--- config.mk ---
export PLATFORM = sky130hd
export DESIGN_NAME = hsv_to_rgb_converter
export DESIGN_NICKNAME = d
export VERILOG_FILES = /design/src/rtl/hsv2rgb_pkg.sv /design/src/rtl/hsv_to_rgb_converter.sv /design/src/rtl/hsv2rgb_clamp.sv /design/src/rtl/hsv2rgb_coef.sv /design/src/rtl/hsv2rgb_scale.sv /design/src/rtl/hsv2rgb_sel.sv
export VERILOG_INCLUDE_DIRS = /design/src /design/src/rtl
export SDC_FILE = /design/constraint.sdc
export NUM_CORES = 2
export LEC_CHECK = 0
export ABC_AREA = 1
export BUFFER_PORTS_ARGS = -buffer_cell sky130_fd_sc_hd__buf_2
export CAP_MARGIN = 20
export CORE_UTILIZATION = 58
export CTS_CLUSTER_SIZE = 14
export DETAILED_ROUTE_END_ITERATION = 10
export PLACE_DENSITY_LB_ADDON = 0.12
export SLEW_MARGIN = 0
export SYNTH_ARGS = -nofsm -noshare
export SYNTH_HDL_FRONTEND = slang
export SYNTH_SLANG_ARGS = --single-unit
export TNS_END_PERCENT = 50
--- constraint.sdc ---
create_clock -name i_clk -period 7.55 [get_ports i_clk]
set_input_delay 0.3775 -clock i_clk [delete_from_list [all_inputs] [get_ports i_clk]]
set_output_delay 0.3775 -clock i_clk [all_outputs]
set_load 0.05 [all_outputs]
--- src/rtl/hsv_to_rgb_converter_defines.svh ---
// assertion macros used by the channel select module
`ifndef HSV_TO_RGB_CONVERTER_DEFINES_SVH
`define HSV_TO_RGB_CONVERTER_DEFINES_SVH

// checked only while out of reset
`define HSV2RGB_ASSERT(label, prop, msg) \
    label: assert property (@(posedge i_clk) disable iff (!i_rst_n) prop) \
        else $error(msg);

// checked at every edge, reset included
`define HSV2RGB_ASSERT_RST(label, prop, msg) \
    label: assert property (@(posedge i_clk) prop) else $error(msg);

`endif

--- src/rtl/hsv2rgb_pkg.sv ---
package hsv2rgb_pkg;

    localparam int FRAC_BITS_DEF = 16;

    localparam int HUE_W      = 32;
    localparam int CH_IN_W    = 18;
    localparam int CH_OUT_W   = 17;
    localparam int IN_TDATA_W  = 72;
    localparam int OUT_TDATA_W = 56;

    // hue sector, one sixth of a turn each
    typedef enum logic [2:0] {
        SEC_RED_YELLOW,
        SEC_YELLOW_GREEN,
        SEC_GREEN_CYAN,
        SEC_CYAN_BLUE,
        SEC_BLUE_MAGENTA,
        SEC_MAGENTA_RED
    } t_sector;

endpackage

--- src/rtl/hsv_to_rgb_converter.sv ---
// hsv to rgb color converter: each input transfer carries hue (turns, wraps,
// only its fraction bits count), saturation and brightness (both clamped to
// 0..1) and yields exactly one output transfer with red, green and blue, each
// 0..1.0 in the same fixed point (1.0 = 2**FRAC_BITS). one transfer per clock
// while the output is not stalled, through the four register stages:
// clamp and sector split, first products
// (f*s, (1-f)*s, v*(1-s)), second products (q and t), and the channel select
// into the output register. ready runs back through the stages, so a stalled
// output holds its pipeline without losing or repeating items. no state is
// kept between items.
module hsv_to_rgb_converter
    import hsv2rgb_pkg::*;
#(
    parameter int FRAC_BITS = FRAC_BITS_DEF
) (
    input  logic                   i_clk,
    input  logic                   i_rst_n,
    input  logic                   s_axis_tvalid,
    output logic                   s_axis_tready,
    // hue[31:0], saturation[49:32], brightness[67:50], zero pad[71:68]
    input  logic [IN_TDATA_W-1:0]  s_axis_tdata,
    output logic                   m_axis_tvalid,
    input  logic                   m_axis_tready,
    // red[16:0], green[33:17], blue[50:34], zero pad[55:51]
    output logic [OUT_TDATA_W-1:0] m_axis_tdata
);

    localparam int UW = FRAC_BITS + 1;

    // stage 1 -> 2
    logic                 c_valid;
    logic                 c_ready;
    logic [UW-1:0]        c_s;
    logic [UW-1:0]        c_oms;
    logic [FRAC_BITS-1:0] c_f;
    logic [UW-1:0]        c_omf;
    logic [UW-1:0]        c_v;
    t_sector              c_sector;

    // stage 2 -> 3
    logic                 k_valid;
    logic                 k_ready;
    logic [UW-1:0]        k_kq;
    logic [UW-1:0]        k_kt;
    logic [UW-1:0]        k_p;
    logic [UW-1:0]        k_v;
    t_sector              k_sector;

    // stage 3 -> 4
    logic                 m_valid;
    logic                 m_ready;
    logic [UW-1:0]        m_v;
    logic [UW-1:0]        m_p;
    logic [UW-1:0]        m_q;
    logic [UW-1:0]        m_t;
    t_sector              m_sector;

    logic [CH_OUT_W-1:0]  out_red;
    logic [CH_OUT_W-1:0]  out_green;
    logic [CH_OUT_W-1:0]  out_blue;

    // clamp, hue times six, one-minus terms
    hsv2rgb_clamp #(
        .FRAC_BITS (FRAC_BITS)
    ) u_clamp (
        .i_clk        (i_clk),
        .i_rst_n      (i_rst_n),
        .i_valid      (s_axis_tvalid),
        .o_ready      (s_axis_tready),
        .i_hue        (s_axis_tdata[HUE_W-1:0]),
        .i_saturation (s_axis_tdata[HUE_W+CH_IN_W-1:HUE_W]),
        .i_brightness (s_axis_tdata[HUE_W+2*CH_IN_W-1:HUE_W+CH_IN_W]),
        .o_valid      (c_valid),
        .i_ready      (c_ready),
        .o_s          (c_s),
        .o_oms        (c_oms),
        .o_f          (c_f),
        .o_omf        (c_omf),
        .o_v          (c_v),
        .o_sector     (c_sector)
    );

    // p and the q, t multipliers' second operands
    hsv2rgb_coef #(
        .FRAC_BITS (FRAC_BITS)
    ) u_coef (
        .i_clk    (i_clk),
        .i_rst_n  (i_rst_n),
        .i_valid  (c_valid),
        .o_ready  (c_ready),
        .i_s      (c_s),
        .i_oms    (c_oms),
        .i_f      (c_f),
        .i_omf    (c_omf),
        .i_v      (c_v),
        .i_sector (c_sector),
        .o_valid  (k_valid),
        .i_ready  (k_ready),
        .o_kq     (k_kq),
        .o_kt     (k_kt),
        .o_p      (k_p),
        .o_v      (k_v),
        .o_sector (k_sector)
    );

    // q = v*(1-fs), t = v*(1-(1-f)s)
    hsv2rgb_scale #(
        .FRAC_BITS (FRAC_BITS)
    ) u_scale (
        .i_clk    (i_clk),
        .i_rst_n  (i_rst_n),
        .i_valid  (k_valid),
        .o_ready  (k_ready),
        .i_kq     (k_kq),
        .i_kt     (k_kt),
        .i_p      (k_p),
        .i_v      (k_v),
        .i_sector (k_sector),
        .o_valid  (m_valid),
        .i_ready  (m_ready),
        .o_v      (m_v),
        .o_p      (m_p),
        .o_q      (m_q),
        .o_t      (m_t),
        .o_sector (m_sector)
    );

    // per-sector channel routing and output register
    hsv2rgb_sel #(
        .FRAC_BITS (FRAC_BITS)
    ) u_sel (
        .i_clk    (i_clk),
        .i_rst_n  (i_rst_n),
        .i_valid  (m_valid),
        .o_ready  (m_ready),
        .i_v      (m_v),
        .i_p      (m_p),
        .i_q      (m_q),
        .i_t      (m_t),
        .i_sector (m_sector),
        .o_valid  (m_axis_tvalid),
        .i_ready  (m_axis_tready),
        .o_red    (out_red),
        .o_green  (out_green),
        .o_blue   (out_blue)
    );

    assign m_axis_tdata = {(OUT_TDATA_W - 3*CH_OUT_W)'(0), out_blue, out_green, out_red};

endmodule

--- src/rtl/hsv2rgb_clamp.sv ---
module hsv2rgb_clamp
    import hsv2rgb_pkg::*;
#(
    parameter int FRAC_BITS = FRAC_BITS_DEF
) (
    input  logic                  i_clk,
    input  logic                  i_rst_n,
    input  logic                  i_valid,
    output logic                  o_ready,
    input  logic [HUE_W-1:0]      i_hue,
    input  logic [CH_IN_W-1:0]    i_saturation,
    input  logic [CH_IN_W-1:0]    i_brightness,
    output logic                  o_valid,
    input  logic                  i_ready,
    output logic [FRAC_BITS:0]    o_s,
    output logic [FRAC_BITS:0]    o_oms,
    output logic [FRAC_BITS-1:0]  o_f,
    output logic [FRAC_BITS:0]    o_omf,
    output logic [FRAC_BITS:0]    o_v,
    output t_sector               o_sector
);

    localparam int UW = FRAC_BITS + 1;
    localparam int HW = FRAC_BITS + 3;
    localparam logic [32:0] ONE_WIDE = 33'(1) << FRAC_BITS;
    localparam logic [UW-1:0] ONE = {1'b1, {FRAC_BITS{1'b0}}};

    // negative clamps to zero, above one clamps to one
    function automatic logic [UW-1:0] clamp_unit(input logic [CH_IN_W-1:0] raw);
        logic [32:0] mag;
        begin
            mag = 33'(raw[CH_IN_W-2:0]);
            if (raw[CH_IN_W-1]) begin
                clamp_unit = '0;
            end else if (mag > ONE_WIDE) begin
                clamp_unit = UW'(ONE_WIDE);
            end else begin
                clamp_unit = UW'(mag);
            end
        end
    endfunction

    logic [HW-1:0] h6;
    logic [UW-1:0] s_c;
    logic [UW-1:0] v_c;

    logic               r_valid;
    logic [UW-1:0]      r_s;
    logic [UW-1:0]      r_oms;
    logic [FRAC_BITS-1:0] r_f;
    logic [UW-1:0]      r_omf;
    logic [UW-1:0]      r_v;
    t_sector            r_sector;

    assign h6  = HW'(i_hue[FRAC_BITS-1:0]) * HW'(6);
    assign s_c = clamp_unit(i_saturation);
    assign v_c = clamp_unit(i_brightness);

    assign o_ready = !r_valid || i_ready;

    always_ff @(posedge i_clk) begin
        if (!i_rst_n) begin
            r_valid <= 1'b0;
        end else if (o_ready) begin
            r_valid <= i_valid;
        end
    end

    always_ff @(posedge i_clk) begin
        if (o_ready && i_valid) begin
            r_s      <= s_c;
            r_oms    <= ONE - s_c;
            r_f      <= h6[FRAC_BITS-1:0];
            r_omf    <= ONE - UW'(h6[FRAC_BITS-1:0]);
            r_v      <= v_c;
            r_sector <= t_sector'(h6[HW-1:FRAC_BITS]);
        end
    end

    assign o_valid  = r_valid;
    assign o_s      = r_s;
    assign o_oms    = r_oms;
    assign o_f      = r_f;
    assign o_omf    = r_omf;
    assign o_v      = r_v;
    assign o_sector = r_sector;

endmodule

--- src/rtl/hsv2rgb_coef.sv ---
module hsv2rgb_coef
    import hsv2rgb_pkg::*;
#(
    parameter int FRAC_BITS = FRAC_BITS_DEF
) (
    input  logic                  i_clk,
    input  logic                  i_rst_n,
    input  logic                  i_valid,
    output logic                  o_ready,
    input  logic [FRAC_BITS:0]    i_s,
    input  logic [FRAC_BITS:0]    i_oms,
    input  logic [FRAC_BITS-1:0]  i_f,
    input  logic [FRAC_BITS:0]    i_omf,
    input  logic [FRAC_BITS:0]    i_v,
    input  t_sector               i_sector,
    output logic                  o_valid,
    input  logic                  i_ready,
    output logic [FRAC_BITS:0]    o_kq,
    output logic [FRAC_BITS:0]    o_kt,
    output logic [FRAC_BITS:0]    o_p,
    output logic [FRAC_BITS:0]    o_v,
    output t_sector               o_sector
);

    localparam int UW = FRAC_BITS + 1;
    localparam int PW = 2 * UW;
    localparam logic [UW-1:0] ONE = {1'b1, {FRAC_BITS{1'b0}}};

    logic [PW-1:0] prod_fs;
    logic [PW-1:0] prod_gs;
    logic [PW-1:0] prod_p;

    logic          r_valid;
    logic [UW-1:0] r_kq;
    logic [UW-1:0] r_kt;
    logic [UW-1:0] r_p;
    logic [UW-1:0] r_v;
    t_sector       r_sector;

    // f*s, (1-f)*s, v*(1-s)
    assign prod_fs = PW'(i_f) * PW'(i_s);
    assign prod_gs = PW'(i_omf) * PW'(i_s);
    assign prod_p  = PW'(i_v) * PW'(i_oms);

    assign o_ready = !r_valid || i_ready;

    always_ff @(posedge i_clk) begin
        if (!i_rst_n) begin
            r_valid <= 1'b0;
        end else if (o_ready) begin
            r_valid <= i_valid;
        end
    end

    always_ff @(posedge i_clk) begin
        if (o_ready && i_valid) begin
            r_kq     <= ONE - prod_fs[FRAC_BITS+UW-1:FRAC_BITS];
            r_kt     <= ONE - prod_gs[FRAC_BITS+UW-1:FRAC_BITS];
            r_p      <= prod_p[FRAC_BITS+UW-1:FRAC_BITS];
            r_v      <= i_v;
            r_sector <= i_sector;
        end
    end

    assign o_valid  = r_valid;
    assign o_kq     = r_kq;
    assign o_kt     = r_kt;
    assign o_p      = r_p;
    assign o_v      = r_v;
    assign o_sector = r_sector;

endmodule

--- src/rtl/hsv2rgb_scale.sv ---
module hsv2rgb_scale
    import hsv2rgb_pkg::*;
#(
    parameter int FRAC_BITS = FRAC_BITS_DEF
) (
    input  logic                  i_clk,
    input  logic                  i_rst_n,
    input  logic                  i_valid,
    output logic                  o_ready,
    input  logic [FRAC_BITS:0]    i_kq,
    input  logic [FRAC_BITS:0]    i_kt,
    input  logic [FRAC_BITS:0]    i_p,
    input  logic [FRAC_BITS:0]    i_v,
    input  t_sector               i_sector,
    output logic                  o_valid,
    input  logic                  i_ready,
    output logic [FRAC_BITS:0]    o_v,
    output logic [FRAC_BITS:0]    o_p,
    output logic [FRAC_BITS:0]    o_q,
    output logic [FRAC_BITS:0]    o_t,
    output t_sector               o_sector
);

    localparam int UW = FRAC_BITS + 1;
    localparam int PW = 2 * UW;

    logic [PW-1:0] prod_q;
    logic [PW-1:0] prod_t;

    logic          r_valid;
    logic [UW-1:0] r_v;
    logic [UW-1:0] r_p;
    logic [UW-1:0] r_q;
    logic [UW-1:0] r_t;
    t_sector       r_sector;

    assign prod_q = PW'(i_v) * PW'(i_kq);
    assign prod_t = PW'(i_v) * PW'(i_kt);

    assign o_ready = !r_valid || i_ready;

    always_ff @(posedge i_clk) begin
        if (!i_rst_n) begin
            r_valid <= 1'b0;
        end else if (o_ready) begin
            r_valid <= i_valid;
        end
    end

    always_ff @(posedge i_clk) begin
        if (o_ready && i_valid) begin
            r_v      <= i_v;
            r_p      <= i_p;
            r_q      <= prod_q[FRAC_BITS+UW-1:FRAC_BITS];
            r_t      <= prod_t[FRAC_BITS+UW-1:FRAC_BITS];
            r_sector <= i_sector;
        end
    end

    assign o_valid  = r_valid;
    assign o_v      = r_v;
    assign o_p      = r_p;
    assign o_q      = r_q;
    assign o_t      = r_t;
    assign o_sector = r_sector;

endmodule

--- src/rtl/hsv2rgb_sel.sv ---
module hsv2rgb_sel
    import hsv2rgb_pkg::*;
#(
    parameter int FRAC_BITS = FRAC_BITS_DEF
) (
    input  logic                  i_clk,
    input  logic                  i_rst_n,
    input  logic                  i_valid,
    output logic                  o_ready,
    input  logic [FRAC_BITS:0]    i_v,
    input  logic [FRAC_BITS:0]    i_p,
    input  logic [FRAC_BITS:0]    i_q,
    input  logic [FRAC_BITS:0]    i_t,
    input  t_sector               i_sector,
    output logic                  o_valid,
    input  logic                  i_ready,
    output logic [CH_OUT_W-1:0]   o_red,
    output logic [CH_OUT_W-1:0]   o_green,
    output logic [CH_OUT_W-1:0]   o_blue
);

`include "hsv_to_rgb_converter_defines.svh"

    localparam int UW = FRAC_BITS + 1;

    logic [UW-1:0] n_red;
    logic [UW-1:0] n_green;
    logic [UW-1:0] n_blue;

    logic                r_valid;
    logic [CH_OUT_W-1:0] r_red;
    logic [CH_OUT_W-1:0] r_green;
    logic [CH_OUT_W-1:0] r_blue;

    logic take;
    logic in_gray;
    logic out_black;
    logic out_gray;

    always_comb begin
        case (i_sector)
            SEC_RED_YELLOW: begin
                n_red = i_v; n_green = i_t; n_blue = i_p;
            end
            SEC_YELLOW_GREEN: begin
                n_red = i_q; n_green = i_v; n_blue = i_p;
            end
            SEC_GREEN_CYAN: begin
                n_red = i_p; n_green = i_v; n_blue = i_t;
            end
            SEC_CYAN_BLUE: begin
                n_red = i_p; n_green = i_q; n_blue = i_v;
            end
            SEC_BLUE_MAGENTA: begin
                n_red = i_t; n_green = i_p; n_blue = i_v;
            end
            default: begin
                n_red = i_v; n_green = i_p; n_blue = i_q;
            end
        endcase
    end

    assign o_ready = !r_valid || i_ready;

    always_ff @(posedge i_clk) begin
        if (!i_rst_n) begin
            r_valid <= 1'b0;
        end else if (o_ready) begin
            r_valid <= i_valid;
        end
    end

    // channels keep their low 17 bits
    always_ff @(posedge i_clk) begin
        if (o_ready && i_valid) begin
            r_red   <= CH_OUT_W'(n_red);
            r_green <= CH_OUT_W'(n_green);
            r_blue  <= CH_OUT_W'(n_blue);
        end
    end

    assign o_valid = r_valid;
    assign o_red   = r_red;
    assign o_green = r_green;
    assign o_blue  = r_blue;

    assign take      = i_valid && o_ready;
    assign in_gray   = (i_p == i_v) && (i_q == i_v) && (i_t == i_v);
    assign out_black = (r_red == '0) && (r_green == '0) && (r_blue == '0);
    assign out_gray  = (r_red == r_green) && (r_green == r_blue);

    `HSV2RGB_ASSERT_RST(a_reset_empty, !i_rst_n |=> !r_valid, "output valid after reset")
    `HSV2RGB_ASSERT(a_load_valid, i_valid && o_ready |=> r_valid, "taken item not presented")
    `HSV2RGB_ASSERT(a_black, take && (i_v == '0) |=> out_black, "zero brightness not black")
    `HSV2RGB_ASSERT(a_gray, take && in_gray |=> out_gray, "gray input gave color")

endmodule

# Word level (Yosys, flattened, before mapping)
# Index checks and enable logic that the tools add are counted.
[totals] output_inout_bits=58 inputBits=76 ff_bits=283 elab_cells=64
[classes] add_sub_neg=4 reduce_logical=18 eq_ne=4 muxes=6 magnitude_cmp=2 mul=6
[op_table] operator="$pmux 17 s3" count=3
[op_table] operator="$mul 17x17->33" count=4
[op_table] operator="$mux 17" count=3
[op_table] operator="$sub 17x17->17 const A" count=3
[op_table] operator="$gt 17x17->1 const B" count=2
[op_table] operator="$mul 15x17->32" count=1
[op_table] operator="$mul 16x2->18 const B" count=1
[op_table] operator="$sub 17x16->17 const A" count=1
[op_table] operator="$reduce_or 2->1" count=5
[op_table] operator="$eq 3x2->1 const B" count=2
[op_table] operator="$logic_and 1x1->1" count=4
[op_table] operator="$logic_not 1->1" count=4
[op_table] operator="$logic_or 1x1->1" count=4
[op_table] operator="$eq 3x1->1 const B" count=1
[op_table] operator="$eq 3x3->1 const B" count=1
[op_table] operator="$logic_not 3->1" count=1

# Longest topological paths before layout
[depth] depth_word=6 depth_mapped=35 mapped_depth_nobuf=34

# Modules after synthesis
# A second synthesis with hierarchy kept.
[unflattened] hier_cells=8144 area_unflattened_um2=62393.6
[by_module_without_submodules] module="hsv2rgb_coef" cells_each=4340 area_each_um2=32348.5 seq_area_each_um2=2152.1 instances=1
[by_module_without_submodules] module="hsv2rgb_scale" cells_each=2901 area_each_um2=22243.8 seq_area_each_um2=2152.1 instances=1
[by_module_without_submodules] module="hsv2rgb_clamp" cells_each=531 area_each_um2=4715.8 seq_area_each_um2=2512.4 instances=1
[by_module_without_submodules] module="hsv2rgb_sel" cells_each=366 area_each_um2=3044.2 seq_area_each_um2=1551.5 instances=1
[by_module_without_submodules] module="hsv_to_rgb_converter" cells_each=6 area_each_um2=41.3 seq_area_each_um2=0.0 instances=1

# Worst setup path after synthesis
# OpenSTA, ideal clock, no wires.
[synth_timing] path_type="register to register" startpoint="register u_clamp.r_omf[14], in the netlist u_clamp.o_omf[14]" endpoint="register u_coef.r_kt[16], in the netlist u_coef.o_kt[16], data pin" path_slack_ns=1.460 n_path_buf=2 setup_ns=0.252 synth_period_minus_slack_ns=6.090 path_stages_with_launch=30 t_required_ns=7.298 arrival_ns=5.838 path_cell_list="edfxtp_1 clkbuf_1 clkbuf_1 nand2_1 fa_1 fa_1 inv_1 fa_1 inv_1 fa_1 fa_1 fa_1 inv_1 ha_1 nand2_1 nor2_1 inv_1 nor3_2 nand2_1 nand3_1 nand2_1 inv_1 ha_1 nand2_2 nor2_4 nand3_2 nor2_4 nand2_1 nand2_1 nand2_1"
[synth_between] elab_chain_cells=2
[synth_rtl] element="from (decl)" line="hsv2rgb_clamp.sv:51" text="logic [UW-1:0] r_omf;"
[synth_rtl] element="from (signal assigned)" line="hsv2rgb_clamp.sv:74" text="r_omf <= ONE - UW'(h6[FRAC_BITS-1:0]);"
[synth_rtl] element="$mul 17x17->33" line="hsv2rgb_coef.sv:42" text="assign prod_gs = PW'(i_omf) * PW'(i_s);"
[synth_rtl] element="$sub 17x17->17" line="hsv2rgb_coef.sv:58" text="r_kt <= ONE - prod_gs[FRAC_BITS+UW-1:FRAC_BITS];"
[synth_rtl] element="to (signal assigned)" line="hsv2rgb_coef.sv:58"
[synth_rtl] element="to (decl)" line="hsv2rgb_coef.sv:35" text="logic [UW-1:0] r_kt;"
# Every way passes these cells.
# A chain may end at the register's enable or synchronous reset.

# Worst setup path in the final report
[layout_timing] startpoint="register u_clamp.r_s[6], in the netlist u_clamp.o_s[6]" endpoint="register u_coef.r_kt[10], in the netlist u_coef.o_kt[10], data pin"
[layout_between] elab_chain_cells=2
[layout_rtl] element="from (decl)" line="hsv2rgb_clamp.sv:48" text="logic [UW-1:0] r_s;"
[layout_rtl] element="from (signal assigned)" line="hsv2rgb_clamp.sv:71" text="r_s <= s_c;"
[layout_rtl] element="$mul 17x17->33" line="hsv2rgb_coef.sv:42"
[layout_rtl] element="$sub 17x17->17" line="hsv2rgb_coef.sv:58"
# Every way passes these cells.

==> flow_metrics.env <==
export IMPL_status="finished, final reports clean"
export IMPL_grt_pass1_vias=47632
export IMPL_htreeDepth=2
export IMPL_cts_max_path_buffers=3
export IMPL_drc=0
export IMPL_num_rows=116
export IMPL_netlist_instances=7442
export IMPL_layout_drive_gt1_share_pct=4.67
export IMPL_slew_headroom_pct=19.4
export IMPL_initial_core_util_pct=58.8
export IMPL_rsz0062_at_grt="false"
export IMPL_hold_ws_ps=77.2
export IMPL_hpwlAfterDp_mm=126
export IMPL_hold_violations=0
export IMPL_place_ws_ps=700
export IMPL_syn2layout_area_growth_pct=4.97
export IMPL_fillers=9068
export IMPL_critPathMaxFanout=18
export IMPL_period_needed_ps=6880
export IMPL_synth_edff_count=276
export IMPL_synth_seq_area_share_pct=14.2
export IMPL_reg2reg_depth=27
export IMPL_worstSetupPathType="register to register"
export IMPL_cp_endpoint="u_coef.o_kt[10]"
export IMPL_antenna_left=0
export IMPL_rrSetupSlack_ps=670
export IMPL_cap_violations=0
export IMPL_end_kind="register"
export IMPL_ios=134
export IMPL_worst_pin_slew_ps=1210
export IMPL_slowest_stage="edfxtp_1"
export IMPL_post_drt_wl_per_cell_um=17.7
export IMPL_grt_max_degree=72
export IMPL_post_cts_setup_buffers=0
export IMPL_die_w_um=321
export IMPL_diodes=0
export IMPL_crit_buf_inv=5
export IMPL_startpoint_type="register"
export IMPL_yosysWarnings=0
export IMPL_arrival_ps=7200
export IMPL_crit_family="adder cells"
export IMPL_crit_path_frequent_cell="nand2_1"
export IMPL_drv_slew=0
export IMPL_grt_first_pass_wirelength_mm=251
export IMPL_layout_nets=9022
export IMPL_ctsResizeCount=0
export IMPL_gp_congestion=0.934
export IMPL_cts_tree="built"
export IMPL_synthesis_area_um2=59100
export IMPL_cp_depth=27
export IMPL_holdBufCountCts=0
export IMPL_antenna_found_initial=1
export IMPL_cp_required_ps=7870
export IMPL_drt_iter0_markers=3119
export IMPL_dieArea_um2=103000
export IMPL_final_common_cell="nand2_1"
export IMPL_critical_path_startpoint="u_clamp.o_s[6]"
export IMPL_finalSetupViolCount=0
export IMPL_wl_mm=155
export IMPL_cts_buffers=34
export IMPL_grt_overflow=0
export IMPL_die_h_um=321
export IMPL_fin_tns_setup_ps=0
export IMPL_fin_skew_ps=26.6
export IMPL_firstDrtPassIters=5
export IMPL_clk_latency_ps=590
export IMPL_synth_main_ff_cell="edfxtp_1"
export IMPL_num_vias=45961
export IMPL_grt_usage_pct=30.9
export IMPL_hold_class="input port to register"
export IMPL_portBuffers=108
export IMPL_clk_pin_slew_ps=60
export IMPL_setup_ws_ps=671
export IMPL_cpPeakStageDelay_ps=1150
export IMPL_coreArea_um2=101000
export IMPL_yosysUniqueCellTypes=48
export IMPL_most_common_layout_cells="nand2_1, inv_1, fa_1"
export IMPL_reg2reg_from="u_clamp.o_s[6]"
export IMPL_synth_avg_cell_area_um2=7.95
export IMPL_root_buffer="clkbuf_16"
export IMPL_ys_ff_latch=280
export IMPL_post_route_period_util_pct=91.1
export IMPL_worstReg2RegEnd="u_coef.o_kt[10]"
export IMPL_async_flop_share_pct=0
export IMPL_cts_sinks=280
export IMPL_vias_per_cell=5.26
export IMPL_fmax_ghz=0.145
## worst min-delay path: stages
cell and delay [ps]:
buf_2 70, inv_1 60, a21oi_1 100
## how the worst min path moves through the flow
stage / depth (start not counted) / slack, ps / end / from
floorplan: 0 / 400 / u_coef.o_sector[0] / u_clamp.o_sector[0]
global placement: 0 / 400 / u_coef.o_sector[0] / u_clamp.o_sector[0]
detailed placement: 0 / 410 / u_scale.o_p[4] / u_coef.o_p[4]
CTS: 3 / 50 / u_scale.o_valid / i_rst_n
global route: 3 / 90 / u_clamp.o_valid / i_rst_n
finish: 3 / 80 / u_clamp.o_valid / i_rst_n
## cell families (layout without fill, tap and decap cells)
kind of cell | Yosys count | count (layout) | share of synthesized area [%]
flops | 280 | 280 | 14.2
fa+ha+maj | 1583 | 1583 | 47.0
other cells | 1 | 5 | 0.00634
buf+inv | 2407 | 2347 | 15.3
compound gates | 350 | 350 | 3.48
simple gates | 2699 | 2699 | 18.3
xor+xnor | 122 | 122 | 1.81
## routing by layer
layer  global-route usage (%)  vias up  routed length, um
met5                        0        -                 13
met4                     9.19        2               4780
met3                     4.14      261              10700
met2                     52.0     1615              73000
met1                     41.9    22668              66000
li1                         -    21415                  -
## area by class of cell
class | count | area, um^2 | share of cell area, %
Clock buffer | 38 | 866 | 1.39
Clock inverter | 21 | 254 | 0.409
Inverter | 2075 | 7790 | 12.5
Multi-Input combinational cell | 4759 | 41700 | 67.2
Sequential cell | 280 | 8370 | 13.5
Tap cell | 1357 | 1700 | 2.74
Timing Repair Buffer | 213 | 1370 | 2.20
## flip-flops by register name, summed over array words and instances (netlist names), 16 cells and up
| signal | count |
|---|---|
| u_scale.o_q | 17 |
| u_coef.o_kq | 17 |
| u_sel.o_blue | 17 |
| u_sel.o_red | 17 |
| u_coef.o_p | 17 |
| u_coef.o_v | 17 |
| u_scale.o_v | 17 |
| u_scale.o_t | 17 |
| u_clamp.o_oms | 17 |
| u_coef.o_kt | 17 |
| u_clamp.o_s | 16 |
| u_clamp.o_v | 17 |
| u_sel.o_green | 17 |
| u_scale.o_p | 17 |
## synth_stat cells (all sizes together) (2+ instances only)
cell type / n / share of area [%]
a211oi: 2 / 0.025
a21boi: 2 / 0.025
a21o: 15 / 0.19
a21oi: 168 / 1.4
a221oi: 2 / 0.030
a22oi: 11 / 0.14
a31o: 2 / 0.030
a31oi: 8 / 0.085
and2: 5 / 0.053
and3: 5 / 0.053
buf: 11 / 0.12
clkbuf: 321 / 2.0
clkinv: 3 / 0.019
dfxtp: 4 / 0.14
edfxtp: 276 / 14
fa: 1062 / 36
ha: 521 / 11
inv: 2072 / 13
nand2: 2180 / 14
nand3: 153 / 1.3
nand3b: 8 / 0.10
nand4: 36 / 0.38
nor2: 251 / 1.8
nor3: 48 / 0.47
nor3b: 2 / 0.025
nor4: 9 / 0.095
o2111ai: 26 / 0.39
o211ai: 11 / 0.14
o21a: 5 / 0.063
o21ai: 72 / 0.61
o21bai: 17 / 0.22
o22ai: 6 / 0.063
o311ai: 2 / 0.030
or2: 2 / 0.021
xnor2: 39 / 0.58
xor2: 83 / 1.2
## per-stage QoR
stage | cells | cell area [um^2] | utilization (%)
global placement | 8684 | 61000 | 60.6
finish | 8743 | 62100 | 61.7
detailed placement | 8684 | 61000 | 60.6
global route | 8743 | 62100 | 61.7
floorplan | 7446 | 59200 | -
CTS | 8743 | 62100 | 61.7
Power is not shown: default switching activity piles up to over one toggle a cycle in this logic, so the estimate is an artifact.
